===== src/rtl/core/kmsw_pkg.sv =====
package kmsw_pkg;

  localparam int unsigned CmdW   = 3;
  localparam int unsigned RowW   = 4;
  localparam int unsigned ColW   = 3;
  localparam int unsigned DriveW = 9;
  localparam int unsigned ImgW   = 8;
  localparam int unsigned NibW   = 4;

  typedef enum logic [CmdW-1:0] {
    CMD_DRIVE      = 3'd0,
    CMD_PRESS      = 3'd1,
    CMD_RELEASE    = 3'd2,
    CMD_ON_PRESS   = 3'd3,
    CMD_ON_RELEASE = 3'd4
  } cmd_e;

  typedef struct packed {
    logic [NibW-1:0] in_low;
    logic [NibW-1:0] in_high;
    logic            on_bit;
    logic            wake;
    logic            raise_irq;
    logic            pending_write;
    logic            pending_value;
  } res_t;

endpackage


===== src/rtl/core/key_matrix_scan_with_wake_core.sv =====
// key matrix scanner with wake and interrupt signalling
//
// input channel: one transaction per event (drive change, key press or
// release, ON press or release) together with the cpu shutdown and
// interrupt flags sampled for that event.
// output channel: one transaction per input event carrying the rebuilt
// input image as two nibbles, the ON state, the wake and interrupt request
// and the pending-flag write.
// the result is registered in the result register, or in the skid register while a result is stalled.
// throughput: one event per cycle while in_ready_o is high; the matrix, ON flag and image update
// in the accepting cycle, so the next event sees them at once.
// a result register plus a one-entry skid register sit on the output, so
// one further event is taken while a result is stalled; in_ready_o falls
// only when both are full and rises again once the receiver takes one.
// reset: all keys released, ON released, image zero, no result pending.
module key_matrix_scan_with_wake_core #(
  parameter int unsigned ROWS = 9,
  parameter int unsigned COLS = 6
) (
  input  logic                          clk_i,
  input  logic                          rst_ni,
  input  logic                          in_valid_i,
  output logic                          in_ready_o,
  input  logic [kmsw_pkg::CmdW-1:0]     cmd_i,
  input  logic [kmsw_pkg::RowW-1:0]     key_row_i,
  input  logic [kmsw_pkg::ColW-1:0]     key_col_i,
  input  logic [kmsw_pkg::DriveW-1:0]   drive_lines_i,
  input  logic                          cpu_shutdown_i,
  input  logic                          irq_enable_i,
  input  logic                          irq_service_i,
  output logic                          out_valid_o,
  input  logic                          out_ready_i,
  output logic [kmsw_pkg::NibW-1:0]     in_low_o,
  output logic [kmsw_pkg::NibW-1:0]     in_high_o,
  output logic                          on_bit_o,
  output logic                          wake_o,
  output logic                          raise_irq_o,
  output logic                          pending_write_o,
  output logic                          pending_value_o
);

  logic [COLS-1:0]           mat_q [ROWS];
  logic [COLS-1:0]           mat_d [ROWS];
  logic                      on_q, on_d;
  logic [kmsw_pkg::ImgW-1:0] img_q, img_d, img_new;

  logic [ROWS-1:0] row_sel;
  logic [COLS-1:0] col_mask;
  logic            key_ok, idle_before, active_after, accept;
  kmsw_pkg::res_t  res;

  kmsw_pkg::res_t  out_q, skid_q;
  logic            out_valid_q, skid_valid_q;

  function automatic logic [kmsw_pkg::ColW-1:0] ColIdx(input int c);
    return kmsw_pkg::ColW'(c);
  endfunction

  assign accept = in_valid_i && in_ready_o;
  assign key_ok = ({1'b0, key_row_i} < 5'(ROWS)) && ({1'b0, key_col_i} < 4'(COLS));
  assign idle_before = (img_q == '0) && !on_q;

  always_comb begin
    for (int c = 0; c < COLS; c++) begin
      col_mask[c] = (key_col_i == ColIdx(c));
    end
  end

  for (genvar r = 0; r < ROWS; r++) begin : g_row
    logic drive_bit;
    if (r < kmsw_pkg::DriveW) begin : g_drv
      assign drive_bit = drive_lines_i[r];
    end else begin : g_nodrv
      assign drive_bit = 1'b0;
    end
    assign row_sel[r] = drive_bit;
  end

  // matrix update for press and release
  always_comb begin
    for (int r = 0; r < ROWS; r++) begin
      mat_d[r] = mat_q[r];
      if (key_ok && (key_row_i == kmsw_pkg::RowW'(r))) begin
        if (cmd_i == kmsw_pkg::CMD_PRESS) begin
          mat_d[r] = mat_q[r] | col_mask;
        end else if (cmd_i == kmsw_pkg::CMD_RELEASE) begin
          mat_d[r] = mat_q[r] & ~col_mask;
        end
      end
    end
  end

  // image from the updated matrix
  always_comb begin
    img_new = '0;
    for (int r = 0; r < ROWS; r++) begin
      if (row_sel[r]) begin
        img_new = img_new | kmsw_pkg::ImgW'(mat_d[r]);
      end
    end
  end

  assign active_after = (img_new != '0) || on_q;

  always_comb begin
    img_d = img_q;
    on_d  = on_q;
    res   = '0;
    case (cmd_i)
      kmsw_pkg::CMD_DRIVE: begin
        img_d = img_new;
      end
      kmsw_pkg::CMD_PRESS: begin
        if (key_ok) begin
          img_d    = img_new;
          res.wake = cpu_shutdown_i && idle_before && active_after;
          if (irq_enable_i && idle_before && active_after) begin
            res.pending_write = 1'b1;
            res.raise_irq     = irq_service_i;
            res.pending_value = !irq_service_i;
          end else if (!active_after) begin
            res.pending_write = 1'b1;
          end
        end
      end
      kmsw_pkg::CMD_RELEASE: begin
        if (key_ok) begin
          img_d             = img_new;
          res.pending_write = !active_after;
        end
      end
      kmsw_pkg::CMD_ON_PRESS: begin
        on_d          = 1'b1;
        res.wake      = cpu_shutdown_i && !on_q;
        res.raise_irq = irq_service_i && !on_q;
      end
      kmsw_pkg::CMD_ON_RELEASE: begin
        on_d = 1'b0;
      end
      default: begin
      end
    endcase
    res.in_low  = img_d[kmsw_pkg::NibW-1:0];
    res.in_high = img_d[kmsw_pkg::ImgW-1:kmsw_pkg::NibW];
    res.on_bit  = on_d;
  end

  always_ff @(posedge clk_i or negedge rst_ni) begin
    if (!rst_ni) begin
      for (int r = 0; r < ROWS; r++) begin
        mat_q[r] <= '0;
      end
      on_q  <= 1'b0;
      img_q <= '0;
    end else if (accept) begin
      for (int r = 0; r < ROWS; r++) begin
        mat_q[r] <= mat_d[r];
      end
      on_q  <= on_d;
      img_q <= img_d;
    end
  end

  // result register with one-entry skid
  always_ff @(posedge clk_i or negedge rst_ni) begin
    if (!rst_ni) begin
      out_valid_q  <= 1'b0;
      skid_valid_q <= 1'b0;
    end else if (out_valid_q && out_ready_i) begin
      if (skid_valid_q) begin
        skid_valid_q <= 1'b0;
      end else if (!accept) begin
        out_valid_q <= 1'b0;
      end
    end else if (accept) begin
      if (out_valid_q) begin
        skid_valid_q <= 1'b1;
      end else begin
        out_valid_q <= 1'b1;
      end
    end
  end

  always_ff @(posedge clk_i) begin
    if (out_valid_q && out_ready_i) begin
      if (skid_valid_q) begin
        out_q <= skid_q;
      end else if (accept) begin
        out_q <= res;
      end
    end else if (accept) begin
      if (out_valid_q) begin
        skid_q <= res;
      end else begin
        out_q <= res;
      end
    end
  end

  assign in_ready_o      = !skid_valid_q;
  assign out_valid_o     = out_valid_q;
  assign in_low_o        = out_q.in_low;
  assign in_high_o       = out_q.in_high;
  assign on_bit_o        = out_q.on_bit;
  assign wake_o          = out_q.wake;
  assign raise_irq_o     = out_q.raise_irq;
  assign pending_write_o = out_q.pending_write;
  assign pending_value_o = out_q.pending_value;

endmodule


===== config.mk =====
export PLATFORM = sky130hd
export DESIGN_NAME = key_matrix_scan_with_wake_core
export DESIGN_NICKNAME = d
export VERILOG_FILES = /design/src/rtl/core/kmsw_pkg.sv /design/src/rtl/core/key_matrix_scan_with_wake_core.sv
export SDC_FILE = /design/constraint.sdc
export NUM_CORES = 1
export LEC_CHECK = 0
export BUFFER_PORTS_ARGS = -buffer_cell sky130_fd_sc_hd__buf_2
export CAP_MARGIN = 15
export CORE_ASPECT_RATIO = 1.2
export CORE_MARGIN = 2
export CORE_UTILIZATION = 65
export DETAILED_ROUTE_END_ITERATION = 7
export PLACE_DENSITY_LB_ADDON = 0.3
export SYNTH_ARGS = -nofsm -noshare
export SYNTH_HDL_FRONTEND = slang
export SYNTH_SLANG_ARGS = --single-unit
export TNS_END_PERCENT = 1

===== constraint.sdc =====
create_clock -name clk_i -period 5.36 [get_ports clk_i]
set_input_delay 0.536 -clock clk_i [delete_from_list [all_inputs] [get_ports clk_i]]
set_output_delay 0.536 -clock clk_i [all_outputs]
set_load 0.05 [all_outputs]

# == Yosys cells after proc, flatten, opt, wreduce, memory -nomap -nowiden ==
# Cells that the tools add are included.
# W data, S select, Z words.
# totals
word_cells,174
inputBits,26
regBits,91
output_inout_bits,15
# classes
n_mux,60
reduce_logical,37
n_bitwise,28
eq_ne,20
magnitude_cmp,2
# op_table
cell,n
$mux W6,28
$mux W8,9
$mux W13,5
$or A8 B6 Y8,8
$and A6 B6 Y6,9
$or A6 B6 Y6,9
$logic_and A1 B1 Y1,19
$eq A4 B3 Y1 const B,4
$pmux W8 S2,1
$mux W1,13
$eq A3 B2 Y1 const B,4
$eq A3 B3 Y1 const B,3
$reduce_and A3 Y1,3
$eq A4 B2 Y1 const B,2
$logic_not A8 Y1,1
$reduce_bool A8 Y1,1
$eq A3 B1 Y1 const B,2
$logic_not A3 Y1,2
$not A6 Y6,1
$reduce_bool A2 Y1,3
$eq A4 B1 Y1 const B,1
$eq A4 B4 Y1 const B,1
$logic_not A1 Y1,4
$logic_not A4 Y1,1
11 further kinds,13

# == Depth between registers and ports, before layout ==
# depth
word_depth,32
mapped_depth,11
mapped_depth_nobuf,8

# == Least setup slack after synthesis ==
# No wires, ideal clock.
# synth_path
kind,in2reg
start,in drive_lines_i[1] (netlist name)
end,"reg out_q, in the netlist raise_irq_o, data pin"
path_stages,7
setup_ns,0.278
arrival_time_ns,2.860
path_buffers,1
t_required_ns,5.082
setup_slack_ns,2.222
cell_sequence,clkdlybuf4s50_1 > a222oi_1 > a41oi_1 > or4_1 > or3_4 > o41ai_1 > a31oi_1
# synth_via
elab_chain_cells,24
elab_cells_between_ends,26
cone_classes,16 x mux; 7 x bitwise; 3 x reduce/logical
# synth_lines
item,line,rtl
from (decl),key_matrix_scan_with_wake_core.sv:27,"input logic [kmsw_pkg::DriveW-1:0] drive_lines_i,"
$mux W8 *,key_matrix_scan_with_wake_core.sv:97,if (row_sel[r]) begin
$or A8 B6 Y8,key_matrix_scan_with_wake_core.sv:98,img_new = img_new | kmsw_pkg::ImgW'(mat_d[r]);
$mux W8 *,key_matrix_scan_with_wake_core.sv:97,
$or A8 B6 Y8,key_matrix_scan_with_wake_core.sv:98,
$mux W8 *,key_matrix_scan_with_wake_core.sv:97,
$or A8 B6 Y8,key_matrix_scan_with_wake_core.sv:98,
$mux W8 *,key_matrix_scan_with_wake_core.sv:97,
$or A8 B6 Y8,key_matrix_scan_with_wake_core.sv:98,
(+8 left out),n/a,
$logic_or A1 B1 Y1 *,key_matrix_scan_with_wake_core.sv:103,assign active_after = (img_new != '0) || on_q;
$logic_and A1 B1 Y1 *,key_matrix_scan_with_wake_core.sv:117,if (irq_enable_i && idle_before && active_after) begin
$mux W1 *,key_matrix_scan_with_wake_core.sv:117,
$mux W4 *,key_matrix_scan_with_wake_core.sv:114,if (key_ok) begin
$pmux W2 S2 *,key_matrix_scan_with_wake_core.sv:109,case (cmd_i)
$mux W13 (on tied branches),"key_matrix_scan_with_wake_core.sv:192, key_matrix_scan_with_wake_core.sv:188",
$mux W13 (on tied branches),"key_matrix_scan_with_wake_core.sv:191, key_matrix_scan_with_wake_core.sv:186",
$mux W13 *,key_matrix_scan_with_wake_core.sv:185,if (out_valid_q && out_ready_i) begin
to (signal assigned),key_matrix_scan_with_wake_core.sv:187,out_q <= skid_q;
to (signal assigned),key_matrix_scan_with_wake_core.sv:189,out_q <= res;
to (signal assigned),key_matrix_scan_with_wake_core.sv:195,out_q <= res;
to (decl),key_matrix_scan_with_wake_core.sv:52,"kmsw_pkg::res_t out_q, skid_q;"
# Mark *: on every way between the ends. The rest lies on a longest branch, timed or not. The select of a mux whose other input is x is not followed.
# A chain may end at the register's enable or synchronous reset.

# == Worst setup path after layout ==
# layout_path
start,in key_col_i[1] (netlist name)
end,"reg out_q, in the netlist wake_o, data pin"
# layout_via
elab_chain_cells,31
elab_cells_between_ends,90
cone_classes,1 x order compare; 5 x eq/ne; 43 x mux; 27 x bitwise; 14 x reduce/logical
# layout_lines
item,line,rtl
from (decl),key_matrix_scan_with_wake_core.sv:26,"input logic [kmsw_pkg::ColW-1:0] key_col_i,"
"$eq A3 B1 Y1, or another cell as far along",key_matrix_scan_with_wake_core.sv:65,col_mask[c] = (key_col_i == ColIdx(c));
$not A6 Y6,key_matrix_scan_with_wake_core.sv:87,mat_d[r] = mat_q[r] & ~col_mask;
$and A6 B6 Y6,key_matrix_scan_with_wake_core.sv:87,
$mux W6,key_matrix_scan_with_wake_core.sv:86,end else if (cmd_i == kmsw_pkg::CMD_RELEASE) begin
$mux W6,key_matrix_scan_with_wake_core.sv:84,if (cmd_i == kmsw_pkg::CMD_PRESS) begin
$mux W6,key_matrix_scan_with_wake_core.sv:83,if (key_ok && (key_row_i == kmsw_pkg::RowW'(r))) begin
$mux W6,key_matrix_scan_with_wake_core.sv:97,
$or A8 B6 Y8,key_matrix_scan_with_wake_core.sv:98,
(+15 left out),n/a,
$reduce_bool A8 Y1,key_matrix_scan_with_wake_core.sv:103,
$logic_or A1 B1 Y1,key_matrix_scan_with_wake_core.sv:103,
$logic_and A1 B1 Y1,key_matrix_scan_with_wake_core.sv:116,res.wake = cpu_shutdown_i && idle_before && active_after;
$mux W4 *,key_matrix_scan_with_wake_core.sv:114,
$pmux W2 S2 *,key_matrix_scan_with_wake_core.sv:109,
$mux W13 (on tied branches),"key_matrix_scan_with_wake_core.sv:192, key_matrix_scan_with_wake_core.sv:188",
$mux W13 (on tied branches),"key_matrix_scan_with_wake_core.sv:191, key_matrix_scan_with_wake_core.sv:186",
$mux W13 *,key_matrix_scan_with_wake_core.sv:185,
# Marks and branches as above.

==> results by group <==
Outcome
  • Outcome: finished clean

Logic synthesis
  • Post-Syn Area: 5097 um^2
  • Register bit total from synthesis: 91
  • Post-synth EDFFs: 26
  • Synth warnings: 0
  • Post-Syn Instances: 507
  • Distinct cells, synth: 67
  • Syn avg cell area: a little over 10 um^2
  • Top FF cell, synth: dfrtp_1
  • Synth Net Count: 533
  • Asr flop ratio synth: 71.43%
  • Sequential area share after synthesis: around 47%

Power
  • Leakage power: 2.119 nW
  • Total Power: 1.858 mW
  • PD cells: approximately 350 nW/um^2
  • Worst VDD drop: 0.2908 mV

Critical path
  • Reg2reg path depth: 8
  • R2R Setup Slk: 2.67 ns
  • Worst EP required: 5.47 ns
  • Critical path endpoint category: flip-flop
  • Crit-path max FO: 18
  • CP startpoint kind: primary input
  • Arrival @ worst endpoint: 3.80 ns
  • RR Endpoint: wake_o$_DFFE_PP_
  • CP Class: in -> reg
  • RR Startpoint: mat_q[28]$_DFFE_PN0P_

Clocking
  • Cts repair resizes: 0
  • CTS H-tree depth: 3
  • Hold buffers post-CTS: 0
  • Clk slew on worst S/H paths: 0.09 ns
  • Clock Sink Count: 91
  • Worst-Skew Late Latency: 0.37 ns
  • Maximum clock path buffer count: 2
  • CTS root buf: clkbuf_8
  • Setup bufs post-CTS: 0
  • TritonCTS clock tree: built
  • CTS Buf Count: 9

Final layout
  • Layout cell share with drive strength beyond 1: 19.05%
  • # nets final: 546
  • Most frequent cells in the layout: o21ai_0 (126), dfrtp_1 (65), o211ai_1 (43)
  • FILL cells: 587
  • Area growth from synthesis to layout: 5.081%
  • Final Cell Area: ~5400 um^2
  • Commonest non-fill, non-tap cell in the layout: o21ai_0
  • Ant diodes: 0
  • Final std cells w/o fill: about 620

Detailed routing
  • Final WL: approximately 13000 um
  • Vias: 4343
  • Vias per cell: 7.039
  • DR WL/cell: approximately 22 um
  • DRC: 0
  • Detailed router's first-iteration violation count: between 400 and 500
  • Antenna-violating nets left: 0
  • First drt pass iteration count: 5

Floorplanning
  • Die Ht: 101.0 um
  • Starting density of the core: 66.51%
  • Die width: 84.84 um
  • Site Rows: 35
  • Core area: 7664 um^2
  • Full die area: ~8600 um^2
  • Ports: about 40

Place
  • Port bufs: 40
  • Placed cell area: around 5100 um^2
  • HPWL after DPL: 9419 um
  • Inst Count DP: 600
  • Place WS: 1.424 ns
  • Final Wtd Congestion: 1.013

STA
  • Slew Limit Fails: 0
  • TNS Setup: 0 ns
  • Final setup fails: 0
  • Fmax: 0.2705 GHz
  • Final Hold Vio Count: 0
  • Relative slew slack: 40.38%
  • Fin Clk Skew: 0.01072 ns
  • Minimum clock period: 3.697 ns
  • Worst setup margin: 1.663 ns
  • Tcrit/Tclk final: 68.97%
  • RSZ-0062 raised after global routing: false
  • Worst slew pin tran: around 0.9 ns

Global route
  • Met3 Use GR: under 10%
  • First-pass GRT wire length: roughly 22000 um
  • Vias in the first global route: 4153
  • Most crowded layer after global routing: met2
  • Met1 Resource Use GR: 42.41%
  • All-Layer GR Usage: 32.81%
  • Initial antenna violation count: 0
  • Global route overflow: 0
  • Largest net degree at the start of global routing: 66
  • Routing usage on met2: 53.91%

Job
  • Max-cap violations: 0

Min path
  • Class of the worst hold path: in -> async
logic make-up (layout without fill, tap and decap cells):
| logic type | Yosys count | count (layout) | share of synthesized area (%) |
|---|---|---|---|
| AOI/OAI and AO/OA | 216 | 216 | 26.80 |
| and+or+nand+nor | 133 | 133 | 15.54 |
| DFF | 91 | 91 | 47.23 |
| buffers and inverters | 47 | 65 | 6.087 |
| muxes | 18 | 18 | 3.976 |
| adders and majority gates | 1 | 1 | 0.1964 |
| xor gates and xnor gates | 1 | 1 | 0.1719 |
worst max path at each step:
| stage | from | to | slack [ns] | cells past startpoint |
|---|---|---|---|---|
| 2_1_floorplan | drive_lines_i[1] | raise_irq_o$_DFFE_PP_ | 2.22 | 7 |
| 3_3_place_gp | cmd_i[2] | wake_o$_DFFE_PP_ | 1.50 | 9 |
| 3_5_place_dp | key_col_i[1] | wake_o$_DFFE_PP_ | 1.42 | 9 |
| 4_1_cts | key_col_i[1] | wake_o$_DFFE_PP_ | 1.80 | 9 |
| 5_1_grt | key_col_i[1] | wake_o$_DFFE_PP_ | 1.49 | 9 |
| 6_report | key_col_i[1] | wake_o$_DFFE_PP_ | 1.66 | 9 |
per-layer routing:
layer / part of all wire [%] / wire, um
met1: 39 / 5225
met2: 50 / 6658
met3: 6.8 / 911
met4: 3.9 / 525
met5: 0 / 0
flip-flops by register name (all words and copies together), names as in the netlist:
name,flops
img_q,8
in_low_o,4
wake_o,1
pending_value_o,1
on_q,1
mat_q,54
skid_q,13
raise_irq_o,1
out_valid_o,1
in_high_o,4
skid_valid_q,1
pending_write_o,1
on_bit_o,1
metrics by stage:
| stage | hold WS, ns | utilization [%] |
|---|---|---|
| 4_1_cts | 0.3573 | 69.80 |
| 2_1_floorplan | 0.2404 | - |
| 6_report | 0.3538 | 69.89 |
| 3_5_place_dp | 0.4966 | 67.07 |
| 3_3_place_gp | 0.4824 | 67.07 |
| 5_1_grt | 0.3827 | 69.89 |
layout make-up:
cell class / instances / area (um^2) / area share [%]
inverters: 6 / 22.52 / 0.4205
clock buffers: 10 / 137.6 / 2.569
well taps: 92 / 115.1 / 2.149
repair buffers: 43 / 222.7 / 4.158
multi-input cells: 369 / 2380 / 44.43
flip-flops and latches: 91 / 2407 / 44.94
clock inverters: 6 / 71.32 / 1.331
critical path, cell delays in order:
cell and delay, ns:
buf_2 0.19, nor2b_1 0.39, nand3_1 0.56, o211ai_1 0.40
nand3_1 0.11, nor4_1 0.64, nand3b_1 0.37, o41ai_2 0.50
a21oi_1 0.12
synthesized netlist by cell type (8+ instances only):
master	instances	share of area (%)
mux2_2	18	4.0
nor2b_1	8	0.98
o21ai_0	126	12
and3_1	8	0.98
nand2_1	39	2.9
nor2_1	12	0.88
a31oi_1	8	0.98
dfrtp_1	65	32
edfxtp_1	26	15
o211ai_1	43	6.3
nand4_1	8	0.98
nand3_1	15	1.5
clkbuf_1	22	1.6
power breakdown:
| group | switching (mW) | total [mW] | internal [mW] |
|---|---|---|---|
| logic | 0.364 | 0.504 | 0.141 |
| registers | 0.0418 | 0.860 | 0.818 |
| clock network | 0.260 | 0.494 | 0.234 |
Power figures use the tool's default switching activity.
